==> config.mk <==
export PLATFORM = sky130hd
export DESIGN_NAME = lock_led_command_and_drag_scroll_unit
export DESIGN_NICKNAME = d
export VERILOG_FILES = /design/src/hw/rtl/llcds_pkg.sv /design/src/hw/rtl/lock_led_command_and_drag_scroll_unit.sv
export SDC_FILE = /design/constraint.sdc
export NUM_CORES = 1
export LEC_CHECK = 0
export ABC_AREA = 1
export BUFFER_PORTS_ARGS = -buffer_cell sky130_fd_sc_hd__buf_2
export CORE_MARGIN = 2
export CORE_UTILIZATION = 25
export CTS_CLUSTER_SIZE = 10
export DETAILED_ROUTE_END_ITERATION = 8
export GPL_TIMING_DRIVEN = 1
export SLEW_MARGIN = 20
export SYNTH_ARGS = -nofsm -noshare
export SYNTH_HDL_FRONTEND = slang
export SYNTH_SLANG_ARGS = --single-unit
==> constraint.sdc <==
create_clock -name clk_i -period 5.75 [get_ports clk_i]
set_clock_uncertainty 0.05 [all_clocks]
set_input_delay 0.575 -clock clk_i [delete_from_list [all_inputs] [get_ports clk_i]]
set_output_delay 0.575 -clock clk_i [all_outputs]
set_load 0.01 [all_outputs]
==> src/hw/rtl/llcds_pkg.sv <==
// shared types, codes and constants for the lock led command and drag scroll unit
package llcds_pkg;

  localparam int InDataW  = 40;
  localparam int InUserW  = 2;
  localparam int OutDataW = 56;
  localparam int CfgAddrW = 3;
  localparam int CfgDataW = 16;
  localparam int DpiW     = 2;
  localparam int DpiOptions = 4;

  typedef enum logic [1:0] {
    OpMotion = 2'd0,
    OpLed    = 2'd1,
    OpTick   = 2'd2
  } op_e;

  typedef enum logic [CfgAddrW-1:0] {
    RegWindowTicks = 3'd0,
    RegXThreshold  = 3'd1,
    RegYThreshold  = 3'd2,
    RegCpi0        = 3'd3,
    RegCpi1        = 3'd4,
    RegCpi2        = 3'd5,
    RegCpi3        = 3'd6
  } reg_idx_e;

  localparam logic [2:0] CmdScroll    = 3'b001;
  localparam logic [2:0] CmdDpi       = 3'b010;
  localparam logic [2:0] CmdReset     = 3'b011;
  localparam logic [2:0] CmdScrollAlt = 3'b100;

  localparam logic [7:0]  WindowTicksRst = 8'd25;
  localparam logic [6:0]  XThresholdRst  = 7'd60;
  localparam logic [6:0]  YThresholdRst  = 7'd15;
  localparam logic [15:0] Cpi0Rst        = 16'd400;
  localparam logic [15:0] Cpi1Rst        = 16'd800;
  localparam logic [15:0] Cpi2Rst        = 16'd1200;
  localparam logic [15:0] Cpi3Rst        = 16'd2400;

  localparam logic signed [8:0] SatMax = 9'sd127;
  localparam logic signed [8:0] SatMin = -9'sd127;

  function automatic logic signed [7:0] sat127(input logic signed [8:0] v);
    logic signed [7:0] r;
    if (v > SatMax) begin
      r = 8'sd127;
    end else if (v < SatMin) begin
      r = -8'sd127;
    end else begin
      r = v[7:0];
    end
    return r;
  endfunction

endpackage

==> src/hw/rtl/lock_led_command_and_drag_scroll_unit.sv <==
// top level: lock led command window, dpi stepping and drag scroll
//
// channel   dir  payload
// s_axis    in   tuser: op[1:0]; tdata: motion_x, motion_y, wheel_h, wheel_v, led bits
// m_axis    out  tdata: out_x, out_y, out_h, out_v, status bits, cpi_value
// cfg       in   cfg_we_i / cfg_addr_i / cfg_wdata_i, write only
//
// one beat per cycle while results are taken; each beat waits in the input register
// and is resolved into the result register once that register is free or being read
// all event state updates in the single step from input to result register
// reset clears state and restores register defaults, no clearing pass
// a stalled result holds the input register full; ready drops only when both are full
module lock_led_command_and_drag_scroll_unit (
  input  logic                              clk_i,
  input  logic                              rst_ni,
  input  logic                              s_axis_tvalid_i,
  output logic                              s_axis_tready_o,
  // x[7:0] y[15:8] h[23:16] v[31:24] num[32] caps[33] scroll[34] pad
  input  logic [llcds_pkg::InDataW-1:0]     s_axis_tdata_i,
  // op[1:0]
  input  logic [llcds_pkg::InUserW-1:0]     s_axis_tuser_i,
  output logic                              m_axis_tvalid_o,
  input  logic                              m_axis_tready_i,
  // x[7:0] y[15:8] h[23:16] v[31:24] scroll_active[32] dpi_index[34:33]
  // cpi_value[50:35] cpi_changed[51] reset_request[52] window_open[53] pad
  output logic [llcds_pkg::OutDataW-1:0]    m_axis_tdata_o,
  input  logic                              cfg_we_i,
  input  logic [llcds_pkg::CfgAddrW-1:0]    cfg_addr_i,
  input  logic [llcds_pkg::CfgDataW-1:0]    cfg_wdata_i
);
  import llcds_pkg::*;

  // config registers
  logic [7:0]  win_ticks_q;
  logic [6:0]  x_thr_q, y_thr_q;
  logic [15:0] cpi_q [DpiOptions];

  // input register
  logic                 in_valid_q;
  logic [InDataW-1:0]   in_data_q;
  logic [InUserW-1:0]   in_user_q;

  // result register
  logic                 out_valid_q;
  logic [OutDataW-1:0]  out_data_q, out_data_d;

  // event state
  logic            scroll_q, scroll_d;
  logic [2:0]      shadow_q, shadow_d;
  logic            win_q, win_d;
  logic [7:0]      timer_q, timer_d;
  logic [2:0]      cmd_q, cmd_d;
  logic [2:0]      tog_q, tog_d;
  logic signed [7:0] acc_x_q, acc_x_d, acc_y_q, acc_y_d;
  logic [DpiW-1:0] dpi_q, dpi_d;

  logic fire;
  assign fire            = in_valid_q && (!out_valid_q || m_axis_tready_i);
  assign s_axis_tready_o = !in_valid_q || fire;
  assign m_axis_tvalid_o = out_valid_q;
  assign m_axis_tdata_o  = out_data_q;

  always_ff @(posedge clk_i or negedge rst_ni) begin
    if (!rst_ni) begin
      win_ticks_q <= WindowTicksRst;
      x_thr_q     <= XThresholdRst;
      y_thr_q     <= YThresholdRst;
      cpi_q[0]    <= Cpi0Rst;
      cpi_q[1]    <= Cpi1Rst;
      cpi_q[2]    <= Cpi2Rst;
      cpi_q[3]    <= Cpi3Rst;
    end else if (cfg_we_i) begin
      case (cfg_addr_i)
        RegWindowTicks: win_ticks_q <= cfg_wdata_i[7:0];
        RegXThreshold:  x_thr_q     <= cfg_wdata_i[6:0];
        RegYThreshold:  y_thr_q     <= cfg_wdata_i[6:0];
        RegCpi0:        cpi_q[0]    <= cfg_wdata_i;
        RegCpi1:        cpi_q[1]    <= cfg_wdata_i;
        RegCpi2:        cpi_q[2]    <= cfg_wdata_i;
        RegCpi3:        cpi_q[3]    <= cfg_wdata_i;
        default: ;
      endcase
    end
  end

  always_ff @(posedge clk_i or negedge rst_ni) begin
    if (!rst_ni) begin
      in_valid_q <= 1'b0;
    end else if (s_axis_tready_o) begin
      in_valid_q <= s_axis_tvalid_i;
    end
  end

  always_ff @(posedge clk_i) begin
    if (s_axis_tready_o && s_axis_tvalid_i) begin
      in_data_q <= s_axis_tdata_i;
      in_user_q <= s_axis_tuser_i;
    end
  end

  // decoded fields of the held beat
  logic signed [7:0] mx, my, wh, wv;
  logic [2:0]        leds, changed;
  logic signed [8:0] sum_x, sum_y, xt, yt;
  logic signed [7:0] sat_x, sat_y;
  logic signed [7:0] ox, oy, oh, ov;
  logic              cpi_chg, rst_req;

  assign mx   = in_data_q[7:0];
  assign my   = in_data_q[15:8];
  assign wh   = in_data_q[23:16];
  assign wv   = in_data_q[31:24];
  assign leds = in_data_q[34:32];
  assign changed = leds ^ shadow_q;
  assign sum_x = 9'(acc_x_q) + 9'(mx);
  assign sum_y = 9'(acc_y_q) + 9'(my);
  assign sat_x = sat127(sum_x);
  assign sat_y = sat127(sum_y);
  assign xt    = $signed({2'b00, x_thr_q});
  assign yt    = $signed({2'b00, y_thr_q});

  always_comb begin
    scroll_d = scroll_q;
    shadow_d = shadow_q;
    win_d    = win_q;
    timer_d  = timer_q;
    cmd_d    = cmd_q;
    tog_d    = tog_q;
    acc_x_d  = acc_x_q;
    acc_y_d  = acc_y_q;
    dpi_d    = dpi_q;
    ox = '0;
    oy = '0;
    oh = '0;
    ov = '0;
    cpi_chg = 1'b0;
    rst_req = 1'b0;
    case (in_user_q)
      OpMotion: begin
        ox = mx;
        oy = my;
        oh = wh;
        ov = wv;
        if (scroll_q) begin
          acc_x_d = sat_x;
          acc_y_d = sat_y;
          if (9'(sat_x) > xt) begin
            oh = 8'sd1;
            acc_x_d = '0;
          end else if (9'(sat_x) < -xt) begin
            oh = -8'sd1;
            acc_x_d = '0;
          end
          if (9'(sat_y) > yt) begin
            ov = -8'sd1;
            acc_y_d = '0;
          end else if (9'(sat_y) < -yt) begin
            ov = 8'sd1;
            acc_y_d = '0;
          end
          ox = '0;
          oy = '0;
        end
      end
      OpLed: begin
        if (!win_q) begin
          win_d   = 1'b1;
          timer_d = win_ticks_q;
        end
        cmd_d    = cmd_q | (changed & tog_q);
        tog_d    = tog_q ^ changed;
        shadow_d = leds;
      end
      OpTick: begin
        if (win_q) begin
          if (timer_q <= 8'd1) begin
            case (cmd_q)
              CmdScroll, CmdScrollAlt: scroll_d = !scroll_q;
              CmdDpi: begin
                dpi_d   = (dpi_q == DpiW'(DpiOptions - 1)) ? '0 : dpi_q + 1'b1;
                cpi_chg = 1'b1;
              end
              CmdReset: rst_req = 1'b1;
              default: ;
            endcase
            cmd_d   = '0;
            tog_d   = '0;
            win_d   = 1'b0;
            timer_d = '0;
          end else begin
            timer_d = timer_q - 8'd1;
          end
        end
      end
      default: ;
    endcase
    out_data_d = {2'b00, win_d, rst_req, cpi_chg, cpi_q[dpi_d], dpi_d, scroll_d,
                  ov, oh, oy, ox};
  end

  always_ff @(posedge clk_i or negedge rst_ni) begin
    if (!rst_ni) begin
      out_valid_q <= 1'b0;
      scroll_q    <= 1'b0;
      shadow_q    <= '0;
      win_q       <= 1'b0;
      timer_q     <= '0;
      cmd_q       <= '0;
      tog_q       <= '0;
      acc_x_q     <= '0;
      acc_y_q     <= '0;
      dpi_q       <= '0;
    end else begin
      if (fire) begin
        out_valid_q <= 1'b1;
        scroll_q    <= scroll_d;
        shadow_q    <= shadow_d;
        win_q       <= win_d;
        timer_q     <= timer_d;
        cmd_q       <= cmd_d;
        tog_q       <= tog_d;
        acc_x_q     <= acc_x_d;
        acc_y_q     <= acc_y_d;
        dpi_q       <= dpi_d;
      end else if (m_axis_tready_i) begin
        out_valid_q <= 1'b0;
      end
    end
  end

  always_ff @(posedge clk_i) begin
    if (fire) begin
      out_data_q <= out_data_d;
    end
  end

  // closed window carries no pending command or toggle
  a_closed_clean: assert property (@(posedge clk_i) disable iff (!rst_ni)
    !win_q |-> (cmd_q == '0) && (tog_q == '0))
    else $error("command bits pending with window closed");

  // expiring tick closes the window
  a_expire_close: assert property (@(posedge clk_i) disable iff (!rst_ni)
    fire && (in_user_q == OpTick) && win_q && (timer_q <= 8'd1) |=> !win_q)
    else $error("window still open after expiry");

  // state moves only when a beat is resolved
  a_state_hold: assert property (@(posedge clk_i) disable iff (!rst_ni)
    !fire |=> $stable(scroll_q) && $stable(dpi_q) && $stable(win_q))
    else $error("event state changed without a beat");

  // a result never reports both a dpi step and a reset
  a_one_cmd: assert property (@(posedge clk_i) disable iff (!rst_ni)
    out_valid_q |-> !(out_data_q[51] && out_data_q[52]))
    else $error("two commands in one result");

  // a stalled result keeps the held input beat
  a_no_drop: assert property (@(posedge clk_i) disable iff (!rst_ni)
    in_valid_q && out_valid_q && !m_axis_tready_i |=> in_valid_q)
    else $error("input beat lost under stall");

endmodule

# ---- Word-level counts from Yosys, hierarchy flattened
# Index checks and enable logic that the tools add are counted.
dict set report classes {
  addsub 6
  n_lt_le_gt_ge 10
  n_eq_ne 16
  muxes 41
  n_bitwise 6
  reduce_logical 25
}
# operator count
set op_table {}
lappend op_table {{$mux W8} 17}
lappend op_table {{$bmux W16 S2} 1}
lappend op_table {{$mux W16} 2}
lappend op_table {{$add A8 B8 Y9} 2}
lappend op_table {{$gt A9 B8 Y1 const B} 2}
lappend op_table {{$lt A8 B9 Y1} 2}
lappend op_table {{$lt A9 B8 Y1 const B} 2}
lappend op_table {{$neg A7 Y9} 2}
lappend op_table {{$gt A8 B8 Y1} 2}
lappend op_table {{$pmux W8 S2} 1}
lappend op_table {{$reduce_and A2 Y1} 8}
lappend op_table {{$eq A3 B2 Y1 const B} 4}
lappend op_table {{$eq A3 B3 Y1 const B} 4}
lappend op_table {{$pmux W3 S2} 2}
lappend op_table {{$mux W1} 10}
lappend op_table {{$mux W2} 5}
lappend op_table {{$le A8 B1 Y1 const B} 1}
lappend op_table {{$reduce_and A4 Y1} 2}
lappend op_table {{$sub A8 B1 Y8 const B} 1}
lappend op_table {{$eq A3 B1 Y1 const B} 2}
lappend op_table {{$mux W3} 2}
lappend op_table {{$ne A2 B2 Y1 const B} 3}
lappend op_table {{$reduce_and A3 Y1} 2}
lappend op_table {{$xor A3 B3 Y3} 2}
lappend op_table {{other kinds (16)} 23}
dict set report totals {
  reg_bits 216
  out_inout_bits 58
}

# ---- Longest topological paths before layout
dict set report depth {
  word_depth 10
  mapped_depth 25
  depth_no_buf 25
}

# ---- Worst setup path after synthesis
# Ideal clock, no wire load.
dict set report synth_timing {
  kind {register -> register}
  startpoint {register in_data_q[8]}
  endpoint {register out_data_q[24], in the netlist m_axis_tdata_o[24], data pin}
  setup_ns 0.249
  t_arrival_ns 2.925
  slack_ns 2.526
  path_stages_with_launch 21
  period_less_slack_ns 3.224
  cell_sequence {edfxtp_1 -> ha_1 -> fa_1 -> xor2_1 -> nor2_1 -> nand3_1 -> nor2_1 -> nand3_1 -> a21oi_1 -> a21oi_1 -> ha_1 -> a21oi_1 -> o21ai_0 -> nand2_1 -> nand2_1 -> nand2_1 -> nand2_1 -> nand4_1 -> nand3b_1 -> nand2_1 -> inv_1}
}
dict set report synth_via {
  elab_chain_len 8
  word_cells_on_any_way 10
  classes_between {add/sub (1); order compare (4); mux (5)}
}
# item line
set synth_lines {}
lappend synth_lines {{start, declared} lock_led_command_and_drag_scroll_unit.sv:40} ;# logic [InDataW-1:0] in_data_q;
lappend synth_lines {{start signal, assigned} lock_led_command_and_drag_scroll_unit.sv:96} ;# in_data_q <= s_axis_tdata_i;
lappend synth_lines {{$add A8 B8 Y9 *} lock_led_command_and_drag_scroll_unit.sv:116} ;# assign sum_y = 9'(acc_y_q) + 9'(my);
lappend synth_lines {{$lt A9 B8 Y1} llcds_pkg.sv:48} ;# end else if (v < SatMin) begin
lappend synth_lines {{$mux W8} llcds_pkg.sv:48}
lappend synth_lines {{$mux W8 *} llcds_pkg.sv:46} ;# if (v > SatMax) begin
lappend synth_lines {{$lt A8 B9 Y1} lock_led_command_and_drag_scroll_unit.sv:157} ;# end else if (9'(sat_y) < -yt) begin
lappend synth_lines {{$mux W8} lock_led_command_and_drag_scroll_unit.sv:157}
lappend synth_lines {{$mux W8 *} lock_led_command_and_drag_scroll_unit.sv:154} ;# if (9'(sat_y) > yt) begin
lappend synth_lines {{$mux W8 *} lock_led_command_and_drag_scroll_unit.sv:144} ;# if (scroll_q) begin
lappend synth_lines {{end signal, assigned} lock_led_command_and_drag_scroll_unit.sv:233} ;# out_data_q <= out_data_d;
lappend synth_lines {{end, declared} lock_led_command_and_drag_scroll_unit.sv:45} ;# logic [OutDataW-1:0] out_data_q, out_data_d;
# Mark *: on every way between the ends. The rest lies on a longest branch, timed or not.
# A chain may end at the register's enable or synchronous reset.

# ---- Worst setup path in the final report
dict set report layout_timing {
  startpoint {register in_data_q[0]}
  endpoint {register acc_x_q[1]}
}
dict set report layout_via {
  elab_chain_len 7
  word_cells_on_any_way 9
  classes_between {add/sub (1); order compare (4); mux (4)}
}
# item line
set layout_lines {}
lappend layout_lines {{$add A8 B8 Y9 *} lock_led_command_and_drag_scroll_unit.sv:115} ;# assign sum_x = 9'(acc_x_q) + 9'(mx);
lappend layout_lines {{$lt A9 B8 Y1} llcds_pkg.sv:48}
lappend layout_lines {{$mux W8} llcds_pkg.sv:48}
lappend layout_lines {{$mux W8 *} llcds_pkg.sv:46}
lappend layout_lines {{$lt A8 B9 Y1} lock_led_command_and_drag_scroll_unit.sv:150} ;# end else if (9'(sat_x) < -xt) begin
lappend layout_lines {{$mux W8} lock_led_command_and_drag_scroll_unit.sv:150}
lappend layout_lines {{$mux W8 *} lock_led_command_and_drag_scroll_unit.sv:147} ;# if (9'(sat_x) > xt) begin
lappend layout_lines {{end signal, assigned} lock_led_command_and_drag_scroll_unit.sv:210} ;# acc_x_q <= '0;
lappend layout_lines {{end signal, assigned} lock_led_command_and_drag_scroll_unit.sv:222} ;# acc_x_q <= acc_x_d;
lappend layout_lines {{end, declared} lock_led_command_and_drag_scroll_unit.sv:54} ;# logic signed [7:0] acc_x_q, acc_x_d, acc_y_q, acc_y_d;
# Marks and branches as above.

==> results.env <==
AREA_GROWTH_PCT=19.3
HOLDPATHSTAGES=1
FIN_CRIT_SHARE_PCT=66.4
ROUTABILITYCONGESTION=0.833
CRIT_BUF_INV=2
POST_CTS_RESIZE_COUNT=0
YS_DOMINANT_REG_CELL='sky130_fd_sc_hd__dfrtp_1'
FIN_TNS_SETUP_NS=0
SYNTH_AREA_LEADER_CELL='sky130_fd_sc_hd__edfxtp_1'
TIMING.CRITICAL_PATH.FANOUT_MAX=8
PATH_COMMON_CELL='sky130_fd_sc_hd__nand2_1'
GRT_PASS1_WL_UM=41300
CTS.HOLD.BUFFERS_ADDED=1
MAX_CLOCK_FREQ_MHz=262
PLACEMENT_ROWS=75
SYNTH.TOP_CELLS.BY_AREA='sky130_fd_sc_hd__edfxtp_1 (26%), sky130_fd_sc_hd__dfrtp_1 (23%), sky130_fd_sc_hd__nand2_1 (11%)'
WORSTREGTOREGCELLS=21
WARNINGS_SYNTHESIS=0
GR-MAX-USAGE-LAYER='met2'
CTS_TREE='yes'
COMMONEST_NON_FILL_NON_TAP_CELL_IN_THE_LAYOUT='sky130_fd_sc_hd__nand2_1'
MAX_SLEW.WORST_PIN.SLEW_NS=1.04
IOS=124
FIN_CRIT_NS=3.82
DELAY_CONTRIBUTED_BY_THE_SLOWEST_STAGE_OF_THE_CRITICAL_PATH_NS=0.43
PORT-BUFFER-COUNT=116
DRT_WL_TOTAL_UM=25300
NETLIST_INSTANCES=1176
DP.FINAL_HPWL_UM=17400
TIMING.CRITICAL_PATH.FROM_TYPE='flop'
CHIPHEIGHT_UM=211
DESIGN.CORE.AREA_UM2=42100
H-TREE-DEPTH=1
CRITICALPATHCATEGORY='reg2reg'
REQUIRED_NS=6.19
CLOCK-ROOT-BUFFER='sky130_fd_sc_hd__clkbuf_16'
INITIAL_CORE_UTIL_PCT=25.4
GRT-OVFL-TOTAL=0
CTS.SINKS=216
TIMING.CRITICAL_PATH.CELLS='ha_1 -> fa_1 -> nand2_1 -> nand3_1 -> nand3_1 -> nand2_1 -> nand2_1 -> nand2_1 -> inv_1 -> nand2_1 -> inv_1 -> a21oi_1 -> ha_1 -> nand2_1 -> o21ai_0 -> nand2_1 -> nand4_1 -> nand2_1 -> nor2_1 -> nand4_1 -> nand2_1'
NETLIST.AREA_LEADER.SHARE_PCT=25.5
POSTSYNTHAREAPERCELL_UM2=9.11
GLOBAL_ROUTE.USAGE.MET2_PCT=19.7
FRACTION_OF_FINAL_LAYOUT_CELLS_WITH_DRIVE_STRENGTH_GREATER_THAN_1_PCT=15.3
GLOBALROUTEMET1UTIL_PCT=15.2
LAYOUT.FILLER_CELLS=4391
P_TOTAL_W=0.00595
TIMING.CRITICAL_PATH.DEPTH=21
SLOWEST_STAGE='sky130_fd_sc_hd__edfxtp_1'
POST_CTS.REPAIR.SETUP_BUFFERS=0
ROUTE.VIAS.TOTAL=8083
CTS.REPORTEDPATHS.CLKPINSLEW_NS=0.06
TOP_LIBRARY_CELLS_BY_USAGE_IN_THE_LAYOUT_FILL_AND_TAPS_ASIDE='sky130_fd_sc_hd__nand2_1 (326), sky130_fd_sc_hd__inv_1 (158), sky130_fd_sc_hd__buf_2 (115), sky130_fd_sc_hd__o21ai_0 (111), sky130_fd_sc_hd__dfrtp_1 (100)'
IR_DROP_uV=267
GRT_PASS1_VIAS=7952
FINALHOLDVIOLCOUNT=0
VIOLATION_COUNT_AFTER_THE_FIRST_DETAILED_ROUTING_ITERATION=457
SLEW_HEADROOM_PCT=30.3
DIODES=0
RSZ0062_AT_GRT='false'
PWR_DENSITY_CELL_nW_PER_UM2=466
GRT.TOTAL_USAGE_PCT=11.7
GRT_ANTENNA_BEFORE_REPAIR=0
YOSYS.CELL_TYPES.COUNT=38
SYNTH_EDF_COUNT=91
SYNTH-ASYNC-RESET-RATIO_PCT=57.9
DIE-AREA_UM2=44500
FINAL_NUMBER_OF_SETUP_VIOLATING_ENDPOINTS=0
FINAL_NETS=1424
ANT_NETS=0
CP_TOP_FAMILY='simple AND/OR/NAND/NOR gates'
CLK-INSERTION-DELAY-LATE_NS=0.58
END_KIND='flop'
GRT_START_MAX_NET_PINS=67
SYNTH-SEQ-AREA-SHARE_PCT=55.0
TIMING.HOLD.WORST.CLASS='in2reg'
POWER.STATIC_LEAKAGE_nW=6.24
DRC=0
CLOCK_TREE.BUFFER_DEPTH=3
DIE_X_UM=211
MAPPEDNETLISTAREA_UM2=10700
VIAS_PER_CELL=4.35
DETAIL_ROUTE.FIRST_PASS.ITERATIONS=5
RUN_STATUS='completed'
FLIP_FLOP_AND_LATCH_COUNT_AFTER_SYNTHESIS=216
CTS_MADE_BUFFERS=28
FINAL-MAX-SLEW-VIOLATION-COUNT=0
WORSTPATHARRIVAL_NS=4.26
GLOBAL_ROUTE.USAGE.MET3_PCT=2.02
WIRE_LENGTH_PER_CELL_AFTER_DETAILED_ROUTING_UM=13.6
TIMING.MAX_CAP.VIOLATIONS=0
==> registers in the layout, indices dropped and copies added, names as in the netlist, 2 cells and up <==
| signal | flops |
|---|---|
| timer_q | 8 |
| acc_y_q | 8 |
| in_data_q | 35 |
| shadow_q | 3 |
| acc_x_q | 8 |
| tog_q | 3 |
| cmd_q | 3 |
| win_ticks_q | 8 |
| dpi_q | 2 |
| cpi_q | 64 |
| x_thr_q | 7 |
| m_axis_tdata_o | 54 |
| y_thr_q | 7 |
| in_user_q | 2 |
==> layout make-up <==
type	instances	area, um^2	area share, %
sequential	216	5890	46.1
clock inverter	5	53.8	0.421
tap	539	674	5.28
inverter	161	604	4.73
multi-input combinational	769	4050	31.7
clock buffer	47	855	6.69
timing repair buffer	123	638	5.00
==> cell usage after synthesis, drive strengths merged (3+ instances only) <==
library cell    n
xor2           18
dfstp          25
mux2            3
nand3b          3
ha             57
edfxtp         91
a21oi          45
dfrtp         100
nor3           12
o211ai         33
nand4          12
clkbuf         19
nand2         329
o21ai         112
buf            12
a31oi           4
nand3          44
nor2           84
inv           159
==> final timing paths <==
| check | startpoint | endpoint | slack, ns |
|---|---|---|---|
| min reg2reg | acc_x_q[0] | acc_x_q[0] | 0.43 |
| min in group asynchronous | rst_ni | cpi_q[27] | 0.47 |
| min | s_axis_tdata_i[23] | in_data_q[23] | 0.13 |
| max in group asynchronous | rst_ni | in_valid_q | 4.03 |
| max reg2reg | in_data_q[0] | acc_x_q[1] | 1.93 |
| max | in_data_q[0] | acc_x_q[1] | 1.93 |
==> cells by family after synthesis <==
kind of cell	Yosys count	share of synthesized area [%]
simple gates	486	18.4
mux	3	0.315
buf+inv	192	7.23
flops	216	55.0
compound gates	200	10.4
other cells	1	0.0350
fa+ha+maj	59	7.03
xor+xnor	19	1.55
==> where the power goes <==
| group | total, W | leakage, nW | internal [W] | switching [W] |
|---|---|---|---|---|
| clock network | 0.00170 | 0.441 | 0.00101 | 0.000690 |
| registers | 0.00217 | 2.42 | 0.00199 | 0.000186 |
| logic | 0.00207 | 3.38 | 0.000764 | 0.00131 |
| total | 0.00595 | 6.24 | 0.00377 | 0.00219 |
==> through the flow <==
step                worst slack [ns]  cell area (um^2)  hold WS, ns  std cells  util [%]
floorplan                       2.53             10700        0.229       1177         -
global route                    1.46             12800       0.0965       1860      30.3
global placement                1.92             11800        0.415       1807      28.1
detailed placement              1.90             11800        0.420       1807      28.1
finish                          1.93             12800        0.125       1860      30.3
CTS                             1.91             12800       0.0840       1860      30.3
==> routing by layer <==
layer / wire [um] / vias to the layer above / share of wire [%]
met4: 701 / 0 / 2.8
met2: 11800 / 141 / 47
li1: - / 4105 / -
met5: 0 / - / 0
met1: 11700 / 3791 / 46
met3: 1010 / 46 / 4.0
Note: power is estimated with default switching activity, not from simulation.
